==> src/rtl/ckgp_pkg.sv <==
// ----------------------------------------------------------------------------
// ckgp_pkg
// Shared types, colors, glyph bitmaps and register codes of the checker grid
// pattern generator.
// ----------------------------------------------------------------------------
package ckgp_pkg;

  typedef struct packed {
    logic [11:0] pix_x;
    logic [11:0] pix_y;
  } pix_in_t;

  typedef struct packed {
    logic [7:0] red;
    logic [7:0] green;
    logic [7:0] blue;
    logic       outside;
  } pix_out_t;

  typedef struct packed {
    logic [7:0] r;
    logic [7:0] g;
    logic [7:0] b;
  } rgb_t;

  // Enable flags that the register block hands to the pixel pipeline.
  typedef struct packed {
    logic outline_on;
    logic label_on;
  } cfg_flags_t;

  // Per-pixel flags that travel beside the coordinate dividers.
  typedef struct packed {
    logic outside;
    logic border;
    logic lab_in;
  } loc_flags_t;

  localparam int CFG_IDX_W  = 3;
  localparam int CFG_DATA_W = 13;

  localparam logic [CFG_IDX_W-1:0] REG_TEX_SIZE   = 3'd0;
  localparam logic [CFG_IDX_W-1:0] REG_CELL_COUNT = 3'd1;
  localparam logic [CFG_IDX_W-1:0] REG_OUTLINE_ON = 3'd2;
  localparam logic [CFG_IDX_W-1:0] REG_LABEL_ON   = 3'd3;

  localparam rgb_t COL_DARK   = '{r: 8'd58,  g: 8'd61,  b: 8'd66};
  localparam rgb_t COL_LIGHT  = '{r: 8'd78,  g: 8'd82,  b: 8'd88};
  localparam rgb_t COL_GRID   = '{r: 8'd206, g: 8'd212, b: 8'd218};
  localparam rgb_t COL_MAJOR  = '{r: 8'd236, g: 8'd240, b: 8'd244};
  localparam rgb_t COL_BORDER = '{r: 8'd224, g: 8'd228, b: 8'd232};
  localparam rgb_t COL_TEXT   = '{r: 8'd232, g: 8'd236, b: 8'd240};

  localparam logic [4:0] GLYPH_ONE [0:6] = '{5'h04, 5'h0C, 5'h04, 5'h04,
                                             5'h04, 5'h04, 5'h0E};
  localparam logic [4:0] GLYPH_M   [0:6] = '{5'h00, 5'h00, 5'h1A, 5'h15,
                                             5'h15, 5'h15, 5'h15};

  // Label coverage from the label-relative glyph coordinates (in units of
  // the label scale). Glyphs sit six units apart; the middle one is blank.
  function automatic logic label_pix(input logic [11:0] qx, input logic [11:0] qy);
    logic [4:0] row;
    logic [2:0] gx;
    logic       hit;
    hit = 1'b0;
    gx  = 3'd0;
    row = 5'd0;
    if (qy < 12'd7 && qx < 12'd18) begin
      if (qx < 12'd6) begin
        gx  = qx[2:0];
        row = GLYPH_ONE[qy[2:0]];
      end else if (qx < 12'd12) begin
        gx  = 3'(qx - 12'd6);
        row = 5'd0;
      end else begin
        gx  = 3'(qx - 12'd12);
        row = GLYPH_M[qy[2:0]];
      end
      if (gx < 3'd5) begin
        hit = row[3'd4 - gx];
      end
    end
    return hit;
  endfunction

endpackage

==> src/rtl/ckgp_setup.sv <==
// ----------------------------------------------------------------------------
// ckgp_setup
// Configuration registers and the derived geometry. The cell edge comes from
// a bit-serial divider that runs after reset and after every register write;
// the label origin is a reciprocal multiply of the size.
// ----------------------------------------------------------------------------
module ckgp_setup import ckgp_pkg::*; #(
  parameter int MAX_SIZE = 4096,
  parameter int S_W      = 13
) (
  input  logic                  clk,
  input  logic                  rst_n,
  input  logic                  cfg_we,
  input  logic [CFG_IDX_W-1:0]  cfg_index,
  input  logic [CFG_DATA_W-1:0] cfg_data,
  output logic                  busy,
  output cfg_flags_t            flags,
  output logic [S_W-1:0]        s,
  output logic [S_W-1:0]        hn,
  output logic [S_W-1:0]        w,
  output logic [S_W-1:0]        s_minus_w,
  output logic [S_W-1:0]        p,
  output logic [S_W-1:0]        cell_len,
  output logic [S_W-1:0]        org
);

  localparam logic [1:0] ST_LOAD_CELL = 2'd0;
  localparam logic [1:0] ST_RUN_CELL  = 2'd1;
  localparam logic [1:0] ST_IDLE      = 2'd2;
  localparam int CNT_W = $clog2(S_W + 1);

  logic [12:0]      tex_size_r;
  logic [12:0]      cell_count_r;
  logic             outline_on_r;
  logic             label_on_r;
  logic [1:0]       state_r;
  logic [S_W-1:0]   num_r;
  logic [12:0]      rem_r;
  logic [CNT_W-1:0] cnt_r;
  logic [S_W-1:0]   cell_r;

  logic [12:0]    den;
  logic [13:0]    trial;
  logic           ge;
  logic [S_W-1:0] num_nxt;
  logic [12:0]    rem_nxt;
  logic [S_W-1:0] s_shr3;
  logic [S_W-1:0] s_shr7;
  logic [S_W-1:0] s_shr8;
  logic [23:0]    org_prod;

  always_comb begin
    if (tex_size_r < 13'd32) begin
      s = S_W'(32);
    end else if (32'(tex_size_r) > MAX_SIZE) begin
      s = S_W'(MAX_SIZE);
    end else begin
      s = S_W'(tex_size_r);
    end
  end

  assign s_shr3    = s >> 3;
  assign s_shr7    = s >> 7;
  assign s_shr8    = s >> 8;
  assign hn        = (s > S_W'(512)) ? s : S_W'(512);
  assign w         = (s_shr8 == '0) ? S_W'(1) : s_shr8;
  assign p         = (s_shr7 == '0) ? S_W'(1) : s_shr7;
  assign s_minus_w = s - w;
  assign cell_len  = cell_r;
  assign busy      = (state_r != ST_IDLE);
  assign flags     = '{outline_on: outline_on_r, label_on: label_on_r};

  // Label origin s/24 = (s/8)/3; 683/2048 is exact enough for s/8 below 2048.
  assign org_prod = 24'(s_shr3) * 24'd683;
  assign org      = S_W'(org_prod >> 11);

  // Divisor: the cell count, where zero acts as one.
  assign den = (cell_count_r == 13'd0) ? 13'd1 : cell_count_r;

  assign trial   = {rem_r, num_r[S_W-1]};
  assign ge      = (trial >= {1'b0, den});
  assign num_nxt = {num_r[S_W-2:0], ge};
  assign rem_nxt = ge ? 13'(trial - {1'b0, den}) : trial[12:0];

  always_ff @(posedge clk) begin
    if (!rst_n) begin
      tex_size_r   <= 13'd256;
      cell_count_r <= 13'd8;
      outline_on_r <= 1'b1;
      label_on_r   <= 1'b1;
      state_r      <= ST_LOAD_CELL;
    end else begin
      if (cfg_we) begin
        case (cfg_index)
          REG_TEX_SIZE:   tex_size_r   <= cfg_data;
          REG_CELL_COUNT: cell_count_r <= cfg_data;
          REG_OUTLINE_ON: outline_on_r <= cfg_data[0];
          REG_LABEL_ON:   label_on_r   <= cfg_data[0];
          default: ;
        endcase
      end
      case (state_r)
        ST_LOAD_CELL: begin
          num_r   <= s;
          rem_r   <= 13'd0;
          cnt_r   <= CNT_W'(S_W);
          state_r <= ST_RUN_CELL;
        end
        ST_RUN_CELL: begin
          num_r <= num_nxt;
          rem_r <= rem_nxt;
          cnt_r <= cnt_r - CNT_W'(1);
          if (cnt_r == CNT_W'(1)) begin
            cell_r  <= (num_nxt == '0) ? S_W'(1) : num_nxt;
            state_r <= ST_IDLE;
          end
        end
        ST_IDLE: ;
        default: state_r <= ST_IDLE;
      endcase
      // A write restarts the derivation from the new register values.
      if (cfg_we) begin
        state_r <= ST_LOAD_CELL;
      end
    end
  end

endmodule

==> config.mk <==
export PLATFORM = sky130hd
export DESIGN_NAME = ckgp_setup
export DESIGN_NICKNAME = d
export VERILOG_FILES = /design/src/rtl/ckgp_pkg.sv /design/src/rtl/ckgp_setup.sv
export SDC_FILE = /design/constraint.sdc
export NUM_CORES = 1
export LEC_CHECK = 0
export BUFFER_PORTS_ARGS = -buffer_cell sky130_fd_sc_hd__buf_2
export CAP_MARGIN = 15
export CORE_AREA = 2 2 113 115
export DETAILED_ROUTE_END_ITERATION = 7
export DIE_AREA = 0 0 115 117
export PLACE_DENSITY = 0.7
export SLEW_MARGIN = 20
export SYNTH_ARGS = -nofsm -noshare
export SYNTH_HDL_FRONTEND = slang
export SYNTH_SLANG_ARGS = --single-unit
==> constraint.sdc <==
create_clock -name clk -period 8 [get_ports clk]
set_clock_uncertainty 0.2 [all_clocks]
set_input_delay 1.2 -clock clk [delete_from_list [all_inputs] [get_ports clk]]
set_output_delay 1.2 -clock clk [all_outputs]
set_load 0.005 [all_outputs]
==> out/metrics.cfg <==
[final_layout]
fin_util = 0.551
multi_input_area_um2 = 3630
nets = 851
nFillCells = 1121
area_growth_pct = 12.4
layout-drive-gt1-share = 0.173
layout.area.seq_um2 = 1890
antenna_cells = 0

[synthesis]
synth_common_cells = nand2_1, ha_1, inv_1
synth.avg_cell_area_um2 = 9.12
yosysWarnings = 0
syn_area_um2 = 6030
synth.most_common_cell = nand2_1
ys_types = 62
synth_edf_count = 43
yosysTopAreaCell = edfxtp_1
synth_top_area_share = 0.214
synth.area.top_cells = edfxtp_1, ha_1, dfxtp_1
synth_flop_cell = edfxtp_1
ys_seq_elements = 73
ys_seq_area_frac = 0.314
synthArstFlopShare = 0
syn_inst = 661

[worst_setup_path]
path_max_fanout = 6
reg2reg_from = cell_count_r[4]$_SDFFE_PN0P_
end_kind = output port
critPathLaunchType = register
crit_arrival_ps = 6070
reg2reg_to = rem_r[10]$_SDFFCE_PN0P_
cp.required_ps = 6600
rr_worst_depth = 13
ff2ff_setup_slack_ps = 4470
crit_type = register to output port

[clock_tree]
clockBufferDepth = 2
cts_tree = built
clock_latency_ps = 330
path_clk_slew_ps = 60
post-cts-setup-buffer-count = 0
cts_hold_buf = 0
cts_buffers = 9
htree_levels = 3
cts.sinks = 73
clock-root-buffer = clkbuf_16
cts_resized = 0

[grt]
grt_pass1_wl_um = 23100
grt_antenna_before_repair = 0
grt_remaining_overflow = 0
gr-usage-all-layers = 0.222
grt_max_degree = 34
grt_pass1_vias = 4614

[run_status]
status = complete, no violations

[timing]
period_share = 0.934
finalHoldViolCount = 0
worst_pin_slew_ps = 711
drv_slew = 0
whs_ps = 265
tns_ps = 0
slew_headroom = 0.524
setup_viol = 0
rsz0062_at_grt = no
fmax_mhz = 134
period_needed_ps = 7470

[worst_hold_path]
whs_endpoint = cell_count_r[11]$_SDFFE_PN0P_
min_path_cells = 2
min_from = cell_count_r[11]$_SDFFE_PN0P_
hold_path.class = register to register

[placement]
dp_hpwl_um = 11700
gp_congestion = 0.890
numPortBuffers = 93

[pwr]
internal_power_uw = 745
p_leak_nw = 3.34
p_per_area_nw_per_um2 = 153
p_seq_frac = 0.411
p_comb_frac = 0.213
peakVddDrop_uv = 109
p_switching_uw = 295
p_sw_frac = 0.283
pwr-share-clk = 0.376

[route]
ant_nets = 0
drt-total-wl_um = 14700
drt_iter0_markers = 351
wl_per_cell_um = 16.6
drc_errors = 0
vias = 4860
via_per_inst = 5.50
drtPass1Iterations = 5

[floorplan]
start_util = 0.490
die_h_um = 117
row_count = 41
coreArea_um2 = 12300
die_w_um = 115
ios = 113
die_area_um2 = 13500

[run]
cap_violations = 0

[power by group through the flow]
stage | logic (mW) | clock network (mW) | registers, mW
floorplan | 0.169 | 0 | 0.430
global placement | 0.213 | 0 | 0.434
detailed placement | 0.219 | 0 | 0.435
CTS | 0.222 | 0.397 | 0.427
global route | 0.249 | 0.410 | 0.429
finish | 0.222 | 0.391 | 0.427
[cell type report]
cell class	instances	area share
clock buffers	12	0.0395
clock inverters	4	0.00369
inverters	76	0.0421
multi-input cells	473	0.536
flip-flops and latches	73	0.279
well taps	150	0.0277
repair buffers	96	0.0720
[layout by cell type (no fill, tap or decap), types with 17 or more instances in the layout]
cell	netlist	layout
xnor2_1	19	19
a21boi_0	24	24
o21ai_0	17	17
buf_2	3	93
ha_1	79	79
inv_1	75	75
nand2_1	98	98
dfxtp_1	30	30
fa_1	24	24
conb_1	1	19
edfxtp_1	43	43
nor2_1	33	33
a21oi_1	19	19
[per-stage QoR]
step	area, µm²	worst slack (ps)	std cells	total power, mW
after global placement	6470	1210	868	0.647
after detailed placement	6470	965	868	0.654
after global routing	6780	166	884	1.09
after CTS	6770	573	884	1.05
after floorplan	6100	1510	679	0.599
final	6780	529	884	1.04
[kinds of logic (layout without fill, tap and decap cells)]
group | Yosys count | after routing | synth area share
AO/OA/AOI/OAI | 117 | 117 | 0.135
XOR/XNOR | 29 | 29 | 0.0421
adder cells (fa/ha/maj) | 103 | 103 | 0.244
buffers and inverters | 133 | 188 | 0.0977
flip-flops | 73 | 73 | 0.314
multiplexers | 9 | 9 | 0.0149
other | 1 | 19 | 0.000622
AND/OR/NAND/NOR | 196 | 196 | 0.153
[critical path, cell delays in order (launching register included)]
cell      delay [ps]
dfxtp_1          360
or4_1            570
nor3_2           330
nor2_1           150
nand2_1          170
inv_1            150
ha_1             370
fa_1             510
inv_1             50
fa_1             500
inv_1             50
fa_1             460
ha_1             310
ha_1             340
a21oi_1          180
o21a_1           150
o21ai_0           90
a21oi_1          310
a21oi_2          150
nor4_1           300
nor4bb_1         100
buf_2            140
[worst max path at each step]
stage                                           from  endpoint  slack [ps]  cells after the start
after floorplan           tex_size_r[6]$_SDFFE_PN0P_    org[8]        1510                     20
after global placement    tex_size_r[6]$_SDFFE_PN0P_    org[8]        1210                     21
after detailed placement  tex_size_r[6]$_SDFFE_PN0P_    org[8]         960                     21
after CTS                 tex_size_r[6]$_SDFFE_PN0P_    org[8]         570                     21
after global routing      tex_size_r[6]$_SDFFE_PN0P_    org[8]         170                     21
final                     tex_size_r[6]$_SDFFE_PN0P_    org[8]         530                     21
[registers in the layout, indices dropped and copies added, names as in the netlist]
| signal | flops |
|---|---|
| num_r | 13 |
| cell_count_r | 13 |
| cnt_r | 4 |
| outline_on_r | 1 |
| tex_size_r | 13 |
| rem_r | 13 |
| state_r | 2 |
| label_on_r | 1 |
| cell_len | 13 |
[metal layers]
metal | vias up | part of all wire | GRT usage
li1 | 2341 | - | -
met1 | 2336 | 0.45 | 0.307
met2 | 158 | 0.48 | 0.361
met3 | 25 | 0.051 | 0.0360
met4 | 0 | 0.016 | 0.0659
met5 | - | 0 | 0
Note: power is estimated with default switching activity, not from simulation.
