**src/rtl/ckgp_pkg.sv**
```systemverilog
// ----------------------------------------------------------------------------
// ckgp_pkg
// Shared types, colors, glyph bitmaps and register codes of the checker grid
// pattern generator.
// ----------------------------------------------------------------------------
package ckgp_pkg;

  typedef struct packed {
    logic [11:0] pix_x;
    logic [11:0] pix_y;
  } pix_in_t;

  typedef struct packed {
    logic [7:0] red;
    logic [7:0] green;
    logic [7:0] blue;
    logic       outside;
  } pix_out_t;

  typedef struct packed {
    logic [7:0] r;
    logic [7:0] g;
    logic [7:0] b;
  } rgb_t;

  // Enable flags that the register block hands to the pixel pipeline.
  typedef struct packed {
    logic outline_on;
    logic label_on;
  } cfg_flags_t;

  // Per-pixel flags that travel beside the coordinate dividers.
  typedef struct packed {
    logic outside;
    logic border;
    logic lab_in;
  } loc_flags_t;

  localparam int CFG_IDX_W  = 3;
  localparam int CFG_DATA_W = 13;

  localparam logic [CFG_IDX_W-1:0] REG_TEX_SIZE   = 3'd0;
  localparam logic [CFG_IDX_W-1:0] REG_CELL_COUNT = 3'd1;
  localparam logic [CFG_IDX_W-1:0] REG_OUTLINE_ON = 3'd2;
  localparam logic [CFG_IDX_W-1:0] REG_LABEL_ON   = 3'd3;

  localparam rgb_t COL_DARK   = '{r: 8'd58,  g: 8'd61,  b: 8'd66};
  localparam rgb_t COL_LIGHT  = '{r: 8'd78,  g: 8'd82,  b: 8'd88};
  localparam rgb_t COL_GRID   = '{r: 8'd206, g: 8'd212, b: 8'd218};
  localparam rgb_t COL_MAJOR  = '{r: 8'd236, g: 8'd240, b: 8'd244};
  localparam rgb_t COL_BORDER = '{r: 8'd224, g: 8'd228, b: 8'd232};
  localparam rgb_t COL_TEXT   = '{r: 8'd232, g: 8'd236, b: 8'd240};

  localparam logic [4:0] GLYPH_ONE [0:6] = '{5'h04, 5'h0C, 5'h04, 5'h04,
                                             5'h04, 5'h04, 5'h0E};
  localparam logic [4:0] GLYPH_M   [0:6] = '{5'h00, 5'h00, 5'h1A, 5'h15,
                                             5'h15, 5'h15, 5'h15};

  // Label coverage from the label-relative glyph coordinates (in units of
  // the label scale). Glyphs sit six units apart; the middle one is blank.
  function automatic logic label_pix(input logic [11:0] qx, input logic [11:0] qy);
    logic [4:0] row;
    logic [2:0] gx;
    logic       hit;
    hit = 1'b0;
    gx  = 3'd0;
    row = 5'd0;
    if (qy < 12'd7 && qx < 12'd18) begin
      if (qx < 12'd6) begin
        gx  = qx[2:0];
        row = GLYPH_ONE[qy[2:0]];
      end else if (qx < 12'd12) begin
        gx  = 3'(qx - 12'd6);
        row = 5'd0;
      end else begin
        gx  = 3'(qx - 12'd12);
        row = GLYPH_M[qy[2:0]];
      end
      if (gx < 3'd5) begin
        hit = row[3'd4 - gx];
      end
    end
    return hit;
  endfunction

endpackage

```
**src/rtl/ckgp_udiv_pipe.sv**
```systemverilog
// ----------------------------------------------------------------------------
// ckgp_udiv_pipe
// Pipelined restoring divider, one quotient bit per register stage.
// ----------------------------------------------------------------------------
module ckgp_udiv_pipe #(
  parameter int N_W = 12,
  parameter int D_W = 13,
  parameter int Q_W = 12
) (
  input  logic           clk,
  input  logic           en,
  input  logic [N_W-1:0] num,
  input  logic [D_W-1:0] den,
  output logic [Q_W-1:0] quo,
  output logic [D_W-1:0] rem
);

  localparam int W = D_W + Q_W;

  logic [W-1:0]   rem_r [Q_W];
  logic [D_W-1:0] den_r [Q_W];
  logic [Q_W-1:0] quo_r [Q_W];

  for (genvar i = 0; i < Q_W; i++) begin : g_stage
    logic [W-1:0]   r_in;
    logic [D_W-1:0] d_in;
    logic [Q_W-1:0] q_in;
    logic [W-1:0]   sh;
    logic [W-1:0]   rem_nxt;
    logic [Q_W-1:0] quo_nxt;

    if (i == 0) begin : g_first
      assign r_in = W'(num);
      assign d_in = den;
      assign q_in = '0;
    end else begin : g_next
      assign r_in = rem_r[i-1];
      assign d_in = den_r[i-1];
      assign q_in = quo_r[i-1];
    end

    assign sh = W'(d_in) << (Q_W - 1 - i);

    always_comb begin
      if (r_in >= sh) begin
        rem_nxt = r_in - sh;
        quo_nxt = q_in | (Q_W'(1) << (Q_W - 1 - i));
      end else begin
        rem_nxt = r_in;
        quo_nxt = q_in;
      end
    end

    always_ff @(posedge clk) begin
      if (en) begin
        rem_r[i] <= rem_nxt;
        den_r[i] <= d_in;
        quo_r[i] <= quo_nxt;
      end
    end
  end

  assign quo = quo_r[Q_W-1];
  assign rem = rem_r[Q_W-1][D_W-1:0];

endmodule

```
**src/rtl/ckgp_locate.sv**
```systemverilog
// ----------------------------------------------------------------------------
// ckgp_locate
// Input stage and coordinate dividers: cell index and offset of the pixel,
// and its position on the label grid.
// ----------------------------------------------------------------------------
module ckgp_locate import ckgp_pkg::*; #(
  parameter int S_W = 13
) (
  input  logic           clk,
  input  logic           rst_n,
  input  logic           en,
  input  logic           accept,
  input  pix_in_t        in_data,
  input  cfg_flags_t     flags,
  input  logic [S_W-1:0] s,
  input  logic [S_W-1:0] w,
  input  logic [S_W-1:0] s_minus_w,
  input  logic [S_W-1:0] p,
  input  logic [S_W-1:0] cell_len,
  input  logic [S_W-1:0] org,
  output logic           loc_valid,
  output loc_flags_t     loc_flags,
  output logic [11:0]    cx,
  output logic [11:0]    cy,
  output logic [S_W-1:0] fx,
  output logic [S_W-1:0] fy,
  output logic [11:0]    qx,
  output logic [11:0]    qy
);

  localparam int DEPTH = 12;

  logic [15:0] x16, y16, s16, w16, smw16, org16;
  loc_flags_t  flags_in;

  logic        v0_r;
  loc_flags_t  f0_r;
  logic [11:0] x0_r, y0_r, lx0_r, ly0_r;

  logic       vld_r [DEPTH];
  loc_flags_t side_r [DEPTH];

  assign x16   = 16'(in_data.pix_x);
  assign y16   = 16'(in_data.pix_y);
  assign s16   = 16'(s);
  assign w16   = 16'(w);
  assign smw16 = 16'(s_minus_w);
  assign org16 = 16'(org);

  assign flags_in.outside = (x16 >= s16) || (y16 >= s16);
  assign flags_in.border  = flags.outline_on &&
                            ((x16 < w16) || (y16 < w16) || (x16 >= smw16) || (y16 >= smw16));
  assign flags_in.lab_in  = flags.label_on && (x16 >= org16) && (y16 >= org16);

  always_ff @(posedge clk) begin
    if (!rst_n) begin
      v0_r <= 1'b0;
    end else if (en) begin
      v0_r <= accept;
    end
  end

  always_ff @(posedge clk) begin
    if (en) begin
      f0_r  <= flags_in;
      x0_r  <= in_data.pix_x;
      y0_r  <= in_data.pix_y;
      lx0_r <= 12'(x16 - org16);
      ly0_r <= 12'(y16 - org16);
    end
  end

  ckgp_udiv_pipe #(.N_W(12), .D_W(S_W), .Q_W(DEPTH)) u_div_x (
    .clk(clk), .en(en), .num(x0_r), .den(cell_len), .quo(cx), .rem(fx));
  ckgp_udiv_pipe #(.N_W(12), .D_W(S_W), .Q_W(DEPTH)) u_div_y (
    .clk(clk), .en(en), .num(y0_r), .den(cell_len), .quo(cy), .rem(fy));
  ckgp_udiv_pipe #(.N_W(12), .D_W(S_W), .Q_W(DEPTH)) u_div_lx (
    .clk(clk), .en(en), .num(lx0_r), .den(p), .quo(qx), .rem());
  ckgp_udiv_pipe #(.N_W(12), .D_W(S_W), .Q_W(DEPTH)) u_div_ly (
    .clk(clk), .en(en), .num(ly0_r), .den(p), .quo(qy), .rem());

  for (genvar i = 0; i < DEPTH; i++) begin : g_side
    always_ff @(posedge clk) begin
      if (!rst_n) begin
        vld_r[i] <= 1'b0;
      end else if (en) begin
        vld_r[i] <= (i == 0) ? v0_r : vld_r[(i == 0) ? 0 : i - 1];
      end
    end
    always_ff @(posedge clk) begin
      if (en) begin
        side_r[i] <= (i == 0) ? f0_r : side_r[(i == 0) ? 0 : i - 1];
      end
    end
  end

  assign loc_valid = vld_r[DEPTH-1];
  assign loc_flags = side_r[DEPTH-1];

endmodule

```
**config.mk**
```make
export PLATFORM = sky130hd
export DESIGN_NAME = ckgp_locate
export DESIGN_NICKNAME = d
export VERILOG_FILES = /design/src/rtl/ckgp_pkg.sv /design/src/rtl/ckgp_udiv_pipe.sv /design/src/rtl/ckgp_locate.sv
export SDC_FILE = /design/constraint.sdc
export NUM_CORES = 2
export LEC_CHECK = 0
export BUFFER_PORTS_ARGS = -buffer_cell sky130_fd_sc_hd__buf_2
export CAP_MARGIN = 15
export CORE_MARGIN = 2
export CORE_UTILIZATION = 48
export CTS_BUF_LIST = sky130_fd_sc_hd__clkbuf_8
export DETAILED_ROUTE_END_ITERATION = 8
export HOLD_SLACK_MARGIN = 0.06
export REMOVE_ABC_BUFFERS = 1
export SYNTH_ARGS = -nofsm -noshare
export SYNTH_HDL_FRONTEND = slang
export SYNTH_SLANG_ARGS = --single-unit
```
**constraint.sdc**
```tcl
create_clock -name clk -period 4.8 [get_ports clk]
set_input_delay 0.72 -clock clk [delete_from_list [all_inputs] [get_ports clk]]
set_output_delay 0.72 -clock clk [all_outputs]
set_load 0.03 [all_outputs]
```
==> results.json <==
{
  "status": "finished clean",
  "synth_cells": 8041,
  "drt-vias-per-instance": 5.402,
  "use_met3": 0.03283,
  "clk_pin_slew_worst_paths_ns": 0.06,
  "clkLatencyLatePin_ns": 1.04,
  "postRouteWirelength_mm": 215.1,
  "cts_max_path_buffers": 4,
  "cap_violations": 0,
  "met1_usage": 0.2670,
  "setup.worst_path.end_class": "flip-flop",
  "grt_overflow_total": 0,
  "met2_usage": 0.3486,
  "syn2layout_area_growth_pct": 11.65,
  "required_ns": 5.53,
  "pre_cts_slack_ns": 0.9048,
  "yosysWarnings": 0,
  "start_kind": "flip-flop",
  "fmax_mhz": 253.2,
  "cp_max_fo": 16,
  "yosysSeqAreaShare": 0.5687,
  "antenna_found_initial": 2,
  "synth_ff_type": "edfxtp_1",
  "wl_per_cell_um": 18.83,
  "tritoncts": "built",
  "reg2reg_from": "u_div_ly.rem_r[0][65]$_DFFE_PP_",
  "r2r_end": "u_div_ly.rem_r[0][86]$_DFFE_PP_",
  "grt_first_pass_wirelength_mm": 338.3,
  "grt.busiest_layer": "met2",
  "critPathMaxStageDelay_ns": 0.86,
  "start_util": 0.4827,
  "synth_area_per_cell_um2": 11.97,
  "die_y_um": 451.9,
  "gp_congestion": 0.9163,
  "power_density_nw_per_um2": 499.9,
  "setup_violations": 0,
  "layout_setup_ws_ns": 0.8504,
  "grt_pass1_vias": 62100,
  "dpl.hpwl_mm": 163.3,
  "postCtsSetupBuffers": 0,
  "ios": 186,
  "io_buffers": 185,
  "cpMaxStageDelayCell": "o311ai_0",
  "clock-sinks": 1824,
  "ant_nets": 0,
  "clock_skew_ns": 0.06088,
  "crit_arrival_ns": 4.68,
  "period_share": 0.8228,
  "cts-buffers-inserted": 327,
  "final_util": 0.5390,
  "rsz0062_at_grt": "false",
  "hold_depth": 3,
  "cts_hold_buf": 55,
  "ys_types": 82,
  "hold_path.class": "in -> reg",
  "hold_start": "org[0]",
  "leakage_nw": 41.52,
  "cts.repair.resized": 0,
  "drc": 0,
  "relSlewSlack": 0.2431,
  "drt_iter0_markers": 3642,
  "firstDrtPassIters": 7,
  "drive_above_1_share": 0.1009,
  "syn-cell-area_um2": 96280,
  "reg2reg_slack_ns": 0.85,
  "nFillCells": 17060,
  "ys_ff_latch": 1824,
  "finalHoldViolations": 0,
  "finalMaxSlewViolations": 0,
  "crit_chain": "ha_1, nand2_1, or4b_2, o311ai_0, o21bai_1, o41a_1, mux2_2",
  "synth-async-reset-ratio": 0,
  "cts_root_buf": "clkbuf_8",
  "holdPathEnd": "ly0_r[0]$_DFFE_PP_",
  "die_w_um": 451.9,
  "nets": 9373,
  "grt_max_degree": 134,
  "coreArea_um2": 199500,
  "die-area_um2": 204200,
  "synth-edff-count": 1822,
  "peakVddDrop_mv": 0.3479,
  "tightest_slew_ns": 1.135,
  "rows": 164,
  "htreeDepth": 5,
  "vias": 61730,
  "crit_type": "reg -> reg",
  "min_period_ns": 3.950,
  "gr-usage-all-layers": 0.2092,
  "reg2reg_depth": 7,
  "fin_hold_ws_ns": 0.2065
}
-- worst max path at each step --
stage	to	start	depth (start not counted)	slack (ns)
4_1_cts	u_div_ly.rem_r[0][86]$_DFFE_PP_	u_div_ly.rem_r[0][65]$_DFFE_PP_	7	0.85
3_5_place_dp	u_div_ly.rem_r[0][91]$_DFFE_PP_	u_div_ly.den_r[0][32]$_DFFE_PP_	8	0.90
5_1_grt	u_div_ly.rem_r[0][86]$_DFFE_PP_	u_div_ly.rem_r[0][64]$_DFFE_PP_	7	0.67
6_report	u_div_ly.rem_r[0][86]$_DFFE_PP_	u_div_ly.rem_r[0][65]$_DFFE_PP_	7	0.85
3_3_place_gp	u_div_ly.rem_r[2][71]$_DFFE_PP_	u_div_ly.rem_r[2][40]$_DFFE_PP_	8	1.00
2_1_floorplan	u_div_lx.rem_r[1][98]$_DFFE_PP_	u_div_ly.den_r[1][27]$_DFFE_PP_	10	-1.01
-- cells in the mapped netlist (125+ instances only) --
cell type  count  area [um^2]
edfxtp_1    1822        54710
ha_1         674         8433
nor2_1       607         2278
inv_1        565         2121
a21oi_1      534         2673
nand2_1      482         1809
o21ai_0      449         2247
xnor2_1      354         3100
xor2_1       287         2514
a21o_1       185         1389
nor3_1       184        920.9
nand3_1      150        750.7
nor4_1       149        932.1
nor2b_1      125        782.0
-- registers in the layout, summed over array words and instances, names as in the netlist, 142 cells and up --
name and count:
u_div_x.rem_r 288, u_div_y.rem_r 288, u_div_lx.rem_r 275, u_div_ly.rem_r 275, u_div_ly.den_r 142, u_div_y.den_r 142
-- per-stage QoR --
stage | setup TNS [ns] | cell area [um^2] | power (W) | std cells
3_3_place_gp | 0 | 100900 | 0.03988 | 10820
4_1_cts | 0 | 107500 | 0.05427 | 11420
2_1_floorplan | -16.75 | 95740 | 0.03571 | 7901
3_5_place_dp | 0 | 100900 | 0.04010 | 10820
6_report | 0 | 107500 | 0.05374 | 11430
5_1_grt | 0 | 107500 | 0.05739 | 11430
-- layout make-up --
type / count / area, um^2 / share of cell area
clock inverter: 217 / 1506 / 0.01401
multi-input combinational: 5508 / 38950 / 0.3623
tap: 2656 / 3323 / 0.03091
inverter: 569 / 2136 / 0.01987
clock buffer: 333 / 4583 / 0.04263
antenna: 2 / 5.005 / 0.00004656
sequential: 1824 / 54750 / 0.5093
timing repair buffer: 317 / 2245 / 0.02088
-- cells by family (layout without fill, tap and decap cells) --
kind of cell,Yosys count,in the layout,share of synthesized area
compound gates,1764,1764,0.1149
xor+xnor,641,641,0.05831
fa+ha+maj,718,718,0.09674
buf+inv,709,1436,0.02786
flops,1824,1824,0.5687
mux,141,141,0.01652
other cells,0,2,0
simple gates,2244,2244,0.1170
-- cells in the final DEF (no fill, tap or decap), types with 29 or more instances in the layout --
cell              n
o21ai_0         449
a31oi_1          51
buf_4            63
clkinv_2         52
fa_1             44
edfxtp_1       1822
nor2b_1         125
dlygate4sd3_1    55
a21o_1          185
nand2b_1        118
inv_1           642
or3_1            66
buf_2           184
or2_2            29
xor2_1          287
ha_1            674
a2111oi_0        32
o211ai_1         46
or4_1            32
a21oi_1         530
o21a_1           82
nor4_1          148
a21boi_0         29
clkinv_1         58
a211oi_1         54
xnor2_1         354
o31ai_1          51
mux2_2          115
nor2_1          607
nor3_1          184
and3_1           62
nand2_1         482
nand4_1          79
nand3_1         150
o21bai_1         33
clkbuf_8        333
-- per-layer routing --
layer,up-vias,routed length [um]
li1,31170,-
met5,-,0
met4,0,10090
met2,1340,101800
met1,28770,95140
met3,452,8030
-- power breakdown --
part           internal (W)  switching, W  leakage, nW
Combinational       0.00720       0.00908         20.5
Clock               0.00760       0.00617         3.42
Sequential           0.0217       0.00200         17.6
Total                0.0365        0.0172         41.5
-- critical path: cells and delay by family (launching register included) --
kind            cells  cell delay (ns)
fa+ha+maj           1             0.37
mux                 1             0.41
compound gates      3             1.70
flops               1             0.40
simple gates        2             0.78
Power figures use the tool's default switching activity.
