File: src/rtl/ckgp_pkg.sv
// ----------------------------------------------------------------------------
// ckgp_pkg
// Shared types, colors, glyph bitmaps and register codes of the checker grid
// pattern generator.
// ----------------------------------------------------------------------------
package ckgp_pkg;

  typedef struct packed {
    logic [11:0] pix_x;
    logic [11:0] pix_y;
  } pix_in_t;

  typedef struct packed {
    logic [7:0] red;
    logic [7:0] green;
    logic [7:0] blue;
    logic       outside;
  } pix_out_t;

  typedef struct packed {
    logic [7:0] r;
    logic [7:0] g;
    logic [7:0] b;
  } rgb_t;

  // Enable flags that the register block hands to the pixel pipeline.
  typedef struct packed {
    logic outline_on;
    logic label_on;
  } cfg_flags_t;

  // Per-pixel flags that travel beside the coordinate dividers.
  typedef struct packed {
    logic outside;
    logic border;
    logic lab_in;
  } loc_flags_t;

  localparam int CFG_IDX_W  = 3;
  localparam int CFG_DATA_W = 13;

  localparam logic [CFG_IDX_W-1:0] REG_TEX_SIZE   = 3'd0;
  localparam logic [CFG_IDX_W-1:0] REG_CELL_COUNT = 3'd1;
  localparam logic [CFG_IDX_W-1:0] REG_OUTLINE_ON = 3'd2;
  localparam logic [CFG_IDX_W-1:0] REG_LABEL_ON   = 3'd3;

  localparam rgb_t COL_DARK   = '{r: 8'd58,  g: 8'd61,  b: 8'd66};
  localparam rgb_t COL_LIGHT  = '{r: 8'd78,  g: 8'd82,  b: 8'd88};
  localparam rgb_t COL_GRID   = '{r: 8'd206, g: 8'd212, b: 8'd218};
  localparam rgb_t COL_MAJOR  = '{r: 8'd236, g: 8'd240, b: 8'd244};
  localparam rgb_t COL_BORDER = '{r: 8'd224, g: 8'd228, b: 8'd232};
  localparam rgb_t COL_TEXT   = '{r: 8'd232, g: 8'd236, b: 8'd240};

  localparam logic [4:0] GLYPH_ONE [0:6] = '{5'h04, 5'h0C, 5'h04, 5'h04,
                                             5'h04, 5'h04, 5'h0E};
  localparam logic [4:0] GLYPH_M   [0:6] = '{5'h00, 5'h00, 5'h1A, 5'h15,
                                             5'h15, 5'h15, 5'h15};

  // Label coverage from the label-relative glyph coordinates (in units of
  // the label scale). Glyphs sit six units apart; the middle one is blank.
  function automatic logic label_pix(input logic [11:0] qx, input logic [11:0] qy);
    logic [4:0] row;
    logic [2:0] gx;
    logic       hit;
    hit = 1'b0;
    gx  = 3'd0;
    row = 5'd0;
    if (qy < 12'd7 && qx < 12'd18) begin
      if (qx < 12'd6) begin
        gx  = qx[2:0];
        row = GLYPH_ONE[qy[2:0]];
      end else if (qx < 12'd12) begin
        gx  = 3'(qx - 12'd6);
        row = 5'd0;
      end else begin
        gx  = 3'(qx - 12'd12);
        row = GLYPH_M[qy[2:0]];
      end
      if (gx < 3'd5) begin
        hit = row[3'd4 - gx];
      end
    end
    return hit;
  endfunction

endpackage

File: src/rtl/ckgp_udiv_pipe.sv
// ----------------------------------------------------------------------------
// ckgp_udiv_pipe
// Pipelined restoring divider, one quotient bit per register stage.
// ----------------------------------------------------------------------------
module ckgp_udiv_pipe #(
  parameter int N_W = 12,
  parameter int D_W = 13,
  parameter int Q_W = 12
) (
  input  logic           clk,
  input  logic           en,
  input  logic [N_W-1:0] num,
  input  logic [D_W-1:0] den,
  output logic [Q_W-1:0] quo,
  output logic [D_W-1:0] rem
);

  localparam int W = D_W + Q_W;

  logic [W-1:0]   rem_r [Q_W];
  logic [D_W-1:0] den_r [Q_W];
  logic [Q_W-1:0] quo_r [Q_W];

  for (genvar i = 0; i < Q_W; i++) begin : g_stage
    logic [W-1:0]   r_in;
    logic [D_W-1:0] d_in;
    logic [Q_W-1:0] q_in;
    logic [W-1:0]   sh;
    logic [W-1:0]   rem_nxt;
    logic [Q_W-1:0] quo_nxt;

    if (i == 0) begin : g_first
      assign r_in = W'(num);
      assign d_in = den;
      assign q_in = '0;
    end else begin : g_next
      assign r_in = rem_r[i-1];
      assign d_in = den_r[i-1];
      assign q_in = quo_r[i-1];
    end

    assign sh = W'(d_in) << (Q_W - 1 - i);

    always_comb begin
      if (r_in >= sh) begin
        rem_nxt = r_in - sh;
        quo_nxt = q_in | (Q_W'(1) << (Q_W - 1 - i));
      end else begin
        rem_nxt = r_in;
        quo_nxt = q_in;
      end
    end

    always_ff @(posedge clk) begin
      if (en) begin
        rem_r[i] <= rem_nxt;
        den_r[i] <= d_in;
        quo_r[i] <= quo_nxt;
      end
    end
  end

  assign quo = quo_r[Q_W-1];
  assign rem = rem_r[Q_W-1][D_W-1:0];

endmodule

File: src/rtl/ckgp_shade.sv
// ----------------------------------------------------------------------------
// ckgp_shade
// Grid distance, blend factor, rounded blend division, overlays and the
// output register.
// ----------------------------------------------------------------------------
module ckgp_shade import ckgp_pkg::*; #(
  parameter int S_W = 13
) (
  input  logic           clk,
  input  logic           rst_n,
  input  logic           en,
  input  logic           loc_valid,
  input  loc_flags_t     loc_flags,
  input  logic [11:0]    cx,
  input  logic [11:0]    cy,
  input  logic [S_W-1:0] fx,
  input  logic [S_W-1:0] fy,
  input  logic [11:0]    qx,
  input  logic [11:0]    qy,
  input  logic [S_W-1:0] cell_len,
  input  logic [S_W-1:0] hn,
  output logic           out_valid,
  output pix_out_t       out_data
);

  localparam int K_W   = S_W + 4;
  localparam int DEN_W = S_W + 5;
  localparam int D_W   = S_W + 6;
  localparam int N_W   = S_W + 13;
  localparam int Q_W   = 8;

  typedef struct packed {
    logic outside;
    logic border;
    logic lab_hit;
    logic line;
    rgb_t base;
  } side_t;

  // Stage E: distance to the nearest cell edge and line classification.
  logic [S_W-1:0] fxm, fym, dmin_a, dmin_b, d;
  logic           line_e, major_e, hit_e;
  logic [S_W+8:0] hn_ext;

  logic           ve_r;
  loc_flags_t     fe_r;
  logic           hit_r, line_r, major_r, par_r;
  logic [S_W-1:0] rem_r;

  assign fxm    = cell_len - S_W'(1) - fx;
  assign fym    = cell_len - S_W'(1) - fy;
  assign dmin_a = (fx < fy) ? fx : fy;
  assign dmin_b = (fxm < fym) ? fxm : fym;
  assign d      = (dmin_a < dmin_b) ? dmin_a : dmin_b;
  assign hn_ext = {9'd0, hn};
  assign line_e = ({d, 9'd0} <= hn_ext);
  assign major_e = ((cx[1:0] == 2'd0) && ({fx, 9'd0} <= hn_ext)) ||
                   ((cy[1:0] == 2'd0) && ({fy, 9'd0} <= hn_ext));
  assign hit_e  = loc_flags.lab_in && label_pix(qx, qy);

  always_ff @(posedge clk) begin
    if (!rst_n) begin
      ve_r <= 1'b0;
    end else if (en) begin
      ve_r <= loc_valid;
    end
  end

  always_ff @(posedge clk) begin
    if (en) begin
      fe_r    <= loc_flags;
      hit_r   <= hit_e;
      line_r  <= line_e;
      major_r <= major_e;
      par_r   <= cx[0] ^ cy[0];
      rem_r   <= hn - {d[S_W-10:0], 9'd0};
    end
  end

  // Stage F: weight times remaining distance, and the blend denominator.
  logic             vf_r;
  side_t            sf_r;
  logic [K_W-1:0]   k_r;
  logic [DEN_W-1:0] den_r;
  rgb_t             diff_r;
  rgb_t             base_f, tgt_f;

  assign base_f = par_r ? COL_DARK : COL_LIGHT;
  assign tgt_f  = major_r ? COL_MAJOR : COL_GRID;

  always_ff @(posedge clk) begin
    if (!rst_n) begin
      vf_r <= 1'b0;
    end else if (en) begin
      vf_r <= ve_r;
    end
  end

  always_ff @(posedge clk) begin
    if (en) begin
      sf_r   <= '{outside: fe_r.outside, border: fe_r.border, lab_hit: hit_r,
                  line: line_r, base: base_f};
      k_r    <= major_r ? K_W'(rem_r) * K_W'(9) : K_W'(rem_r) * K_W'(11);
      den_r  <= major_r ? DEN_W'(hn) * DEN_W'(10) : DEN_W'(hn) * DEN_W'(20);
      diff_r <= '{r: tgt_f.r - base_f.r, g: tgt_f.g - base_f.g,
                  b: tgt_f.b - base_f.b};
    end
  end

  // Stage G: numerators of the half-up rounded quotient.
  logic           vg_r;
  side_t          sg_r;
  logic [N_W-1:0] num_r_r, num_g_r, num_b_r;
  logic [D_W-1:0] dd_r;

  always_ff @(posedge clk) begin
    if (!rst_n) begin
      vg_r <= 1'b0;
    end else if (en) begin
      vg_r <= vf_r;
    end
  end

  always_ff @(posedge clk) begin
    if (en) begin
      sg_r    <= sf_r;
      num_r_r <= ((N_W'(diff_r.r) * N_W'(k_r)) << 1) + N_W'(den_r);
      num_g_r <= ((N_W'(diff_r.g) * N_W'(k_r)) << 1) + N_W'(den_r);
      num_b_r <= ((N_W'(diff_r.b) * N_W'(k_r)) << 1) + N_W'(den_r);
      dd_r    <= {den_r, 1'b0};
    end
  end

  logic [Q_W-1:0] q_r, q_g, q_b;

  ckgp_udiv_pipe #(.N_W(N_W), .D_W(D_W), .Q_W(Q_W)) u_div_r (
    .clk(clk), .en(en), .num(num_r_r), .den(dd_r), .quo(q_r), .rem());
  ckgp_udiv_pipe #(.N_W(N_W), .D_W(D_W), .Q_W(Q_W)) u_div_g (
    .clk(clk), .en(en), .num(num_g_r), .den(dd_r), .quo(q_g), .rem());
  ckgp_udiv_pipe #(.N_W(N_W), .D_W(D_W), .Q_W(Q_W)) u_div_b (
    .clk(clk), .en(en), .num(num_b_r), .den(dd_r), .quo(q_b), .rem());

  logic  vld_r [Q_W];
  side_t side_r [Q_W];

  for (genvar i = 0; i < Q_W; i++) begin : g_side
    always_ff @(posedge clk) begin
      if (!rst_n) begin
        vld_r[i] <= 1'b0;
      end else if (en) begin
        vld_r[i] <= (i == 0) ? vg_r : vld_r[(i == 0) ? 0 : i - 1];
      end
    end
    always_ff @(posedge clk) begin
      if (en) begin
        side_r[i] <= (i == 0) ? sg_r : side_r[(i == 0) ? 0 : i - 1];
      end
    end
  end

  // Final stage: blend result, then border, label and outside overrides.
  side_t    sd;
  pix_out_t px_nxt;
  logic     out_valid_r;
  pix_out_t out_data_r;

  assign sd = side_r[Q_W-1];

  always_comb begin
    if (sd.line) begin
      px_nxt = '{red: 8'(sd.base.r + q_r), green: 8'(sd.base.g + q_g),
                 blue: 8'(sd.base.b + q_b), outside: 1'b0};
    end else begin
      px_nxt = '{red: sd.base.r, green: sd.base.g, blue: sd.base.b, outside: 1'b0};
    end
    if (sd.border) begin
      px_nxt = '{red: COL_BORDER.r, green: COL_BORDER.g, blue: COL_BORDER.b,
                 outside: 1'b0};
    end
    if (sd.lab_hit) begin
      px_nxt = '{red: COL_TEXT.r, green: COL_TEXT.g, blue: COL_TEXT.b, outside: 1'b0};
    end
    if (sd.outside) begin
      px_nxt = '{red: 8'd0, green: 8'd0, blue: 8'd0, outside: 1'b1};
    end
  end

  always_ff @(posedge clk) begin
    if (!rst_n) begin
      out_valid_r <= 1'b0;
    end else if (en) begin
      out_valid_r <= vld_r[Q_W-1];
    end
  end

  always_ff @(posedge clk) begin
    if (en) begin
      out_data_r <= px_nxt;
    end
  end

  assign out_valid = out_valid_r;
  assign out_data  = out_data_r;

endmodule

File: config.mk
export PLATFORM = sky130hd
export DESIGN_NAME = ckgp_shade
export DESIGN_NICKNAME = d
export VERILOG_FILES = /design/src/rtl/ckgp_pkg.sv /design/src/rtl/ckgp_udiv_pipe.sv /design/src/rtl/ckgp_shade.sv
export SDC_FILE = /design/constraint.sdc
export NUM_CORES = 2
export LEC_CHECK = 0
export BUFFER_PORTS_ARGS = -buffer_cell sky130_fd_sc_hd__buf_2
export CAP_MARGIN = 40
export CORE_ASPECT_RATIO = 0.9
export CORE_MARGIN = 2
export CORE_UTILIZATION = 30
export DETAILED_ROUTE_END_ITERATION = 7
export PLACE_DENSITY = 0.51
export SLEW_MARGIN = 20
export SYNTH_ARGS = -nofsm -noshare
export SYNTH_HDL_FRONTEND = slang
export SYNTH_HIERARCHICAL = 1
export SYNTH_SLANG_ARGS = --single-unit
File: constraint.sdc
create_clock -name clk -period 11.05 [get_ports clk]
set_clock_uncertainty 0.15 [all_clocks]
set_input_delay 1.105 -clock clk [delete_from_list [all_inputs] [get_ports clk]]
set_output_delay 1.105 -clock clk [all_outputs]
set_load 0.01 [all_outputs]
==> results.rst <==
.. list-table::
   :header-rows: 1

   * - Metric
     - Value
   * - Clock root buffer
     - clkbuf_16
   * - Area taken by flip-flops and latches
     - 39700 um^2
   * - Cell count along the critical path
     - 35
   * - # clock sinks
     - 1323
   * - Fill cell total of the finished layout
     - 28800
   * - Critical Path Slowest Stage Cell
     - o41ai_2
   * - Maximum number of pins on one net before global-route repair
     - 177
   * - Run status
     - complete, no violations
   * - Setup repair after global routing missed its margin
     - false
   * - Register-to-register setup slack
     - 3.70 ns
   * - Area of combinational cells with multiple inputs
     - 43300 um^2
   * - Worst path buffer plus inverter count
     - 3
   * - Startpoint of the worst register-to-register path
     - diff_r[15]
   * - Area of the die
     - 295000 um^2
   * - Post-synthesis instance area
     - 87200 um^2
   * - Final core utilization
     - 0.338
   * - Final #Nets
     - 9406
   * - CTS Buffer Depth
     - 4
   * - Total Neg Setup Slack
     - 0 ns
   * - Gate Count Post-Synth
     - 8083
   * - Worst max-slew margin expressed relative to the limit
     - 0.266
   * - Router iterations before antenna repair
     - 6
   * - Total congestion overflow
     - 0
   * - Synthesized area per cell
     - 10.8 um^2
   * - Number of violations reported at the end of detailed-routing iteration 0
     - 3180
   * - Drt total wl
     - 204000 um
   * - Remaining design rule violation count
     - 0
   * - Chip width
     - 572 um
   * - Number of hold violations in the final report
     - 0
   * - Number of CTS-inserted buffers
     - 159
   * - Crit path required time
     - 11.48 ns
   * - Layout-stage area growth over the synthesis result
     - 12.1%
   * - Share of final-layout standard cells stronger than drive strength 1
     - 0.0718
   * - Rows
     - 187
   * - Via count
     - 58600
   * - Count of instances resized after the clock tree is built
     - 0
   * - RePlAce Congestion
     - 0.869
   * - Number of hold buffers added after cts
     - 0
   * - Number of cells in the design after placement
     - 12000
   * - Hold WC Path Type
     - reg -> reg
   * - Global-route total usage across every layer
     - 0.137
   * - Kind of critical path
     - in -> reg
   * - TritonCTS clock tree
     - done
   * - Top achievable clock speed
     - 119 MHz
   * - Die Y
     - 515 um
   * - Final Setup Violations
     - 0
   * - Crit start category
     - input pin
   * - Register clock-pin slew on the reported worst setup and hold paths
     - 0.06 ns
   * - Post-route antenna net violation count
     - 0
   * - Non-filler cells, final
     - 12200
   * - Largest fanout on the critical path
     - 9
   * - Largest stage delay, worst path
     - 0.49 ns
   * - Last element of the critical path
     - line_r
   * - Top-level port count
     - 133
   * - Crit path capture type
     - flop
   * - Number of warnings issued by yosys
     - 6
   * - Number of H-tree levels
     - 4
   * - Quantity of I/O buffers inserted on ports
     - 112
   * - Post-layout min period
     - 8.38 ns
   * - Clock latency at the later pin of the worst-skew pair
     - 0.85 ns
   * - Core Area
     - 289000 um^2
   * - Number of pins exceeding their max-slew limit in the final report
     - 0
   * - Max Cap Viol
     - 0
   * - Worst-case setup slack after placement
     - 1.85 ns
   * - Setup crit start
     - cell_len[0]
   * - Initial core utilization
     - 0.302
   * - Family with the most delay on the worst path
     - compound AO/OA/AOI/OAI gates
   * - Worst R2R End
     - num_g_r[25]
   * - Worst R2R Path Depth
     - 23
   * - Drt wl/cell
     - 16.7 um
   * - Tcrit/Tclk final
     - 0.759
   * - Via/cell ratio
     - 4.78
   * - Fin worst setup slack
     - 2.67 ns
   * - Crit-path most repeated cell
     - ha_1
   * - Vias in the first global route
     - 58900
   * - Post-CTS Setup Bufs
     - 0
   * - Dpl hpwl
     - 159000 um
   * - Worst Path Arrival
     - 8.81 ns
   * - Number of antenna violations at the first check in global routing
     - 6
   * - Pin slew with the least headroom to its limit
     - 1.10 ns
   * - Global-route wire length before repair
     - 326000 um
[layer usage]
layer / track usage / vias to the layer above / share of wire
met4: 0.0398 / 0 / 0.029
met5: 0 / - / 0
met3: 0.0165 / 310 / 0.035
met1: 0.191 / 27800 / 0.49
li1: - / 29400 / -
met2: 0.223 / 1084 / 0.45
[flip-flops by register name, indices dropped and copies added, names as in the netlist, 2 cells and up]
| register | cells |
|---|---|
| fe_r | 2 |
| vld_r | 8 |
| k_r | 17 |
| dd_r | 16 |
| u_div_r/quo_r | 36 |
| u_div_g/den_r | 133 |
| side_r | 48 |
| u_div_r/rem_r | 189 |
| out_data | 25 |
| diff_r | 10 |
| u_div_g/rem_r | 189 |
| num_g_r | 25 |
| sf_r | 5 |
| u_div_r/den_r | 133 |
| u_div_b/rem_r | 189 |
| u_div_b/quo_r | 36 |
| den_r | 17 |
| num_r_r | 25 |
| num_b_r | 24 |
| rem_r | 13 |
| u_div_g/quo_r | 36 |
| u_div_b/den_r | 133 |
| sg_r | 6 |
[per-stage QoR]
| step | hold WS (ns) | area, um^2 |
|---|---|---|
| floorplan | 0.250 | 87300 |
| global placement | 0.254 | 92400 |
| detailed placement | 0.255 | 92500 |
| CTS | 0.228 | 97700 |
| global route | 0.224 | 97700 |
| finish | 0.230 | 97700 |
[cell type report]
class,instances,share of cell area
diodes,1,0.0000256
clock buffers,178,0.0421
clock inverters,98,0.0104
inverters,974,0.0374
multi-input cells,5636,0.443
flip-flops and latches,1323,0.406
well taps,3874,0.0496
repair buffers,162,0.0116
[worst min-delay path by stage]
stage	startpoint	end	slack, ns	depth (start not counted)
final	side_r[1][52]	side_r[1][80]	0.23	0
after global routing	side_r[1][52]	side_r[1][80]	0.22	0
after CTS	loc_flags[1]	fe_r[1]	0.23	1
after detailed placement	sf_r[27]	sg_r[27]	0.25	0
after global placement	u_div_b/quo_r[0][31]	u_div_b/quo_r[1][7]	0.25	0
after floorplan	line_r	sf_r[24]	0.25	0
[placed cells by master, fill, tap and decap left out, types with 113 or more instances in the layout]
cell and count:
a21o_1 193, a21oi_1 559, nand3_1 121, o21ai_0 454, inv_1 973, clkbuf_16 162
nand2_1 610, nor3_1 145, fa_1 235, xor2_1 236, buf_2 113, nor2_1 440
edfxtp_1 1318, ha_1 808, xnor2_1 342
Power is not shown: default switching activity piles up to over one toggle a cycle in this logic, so the estimate is an artifact.
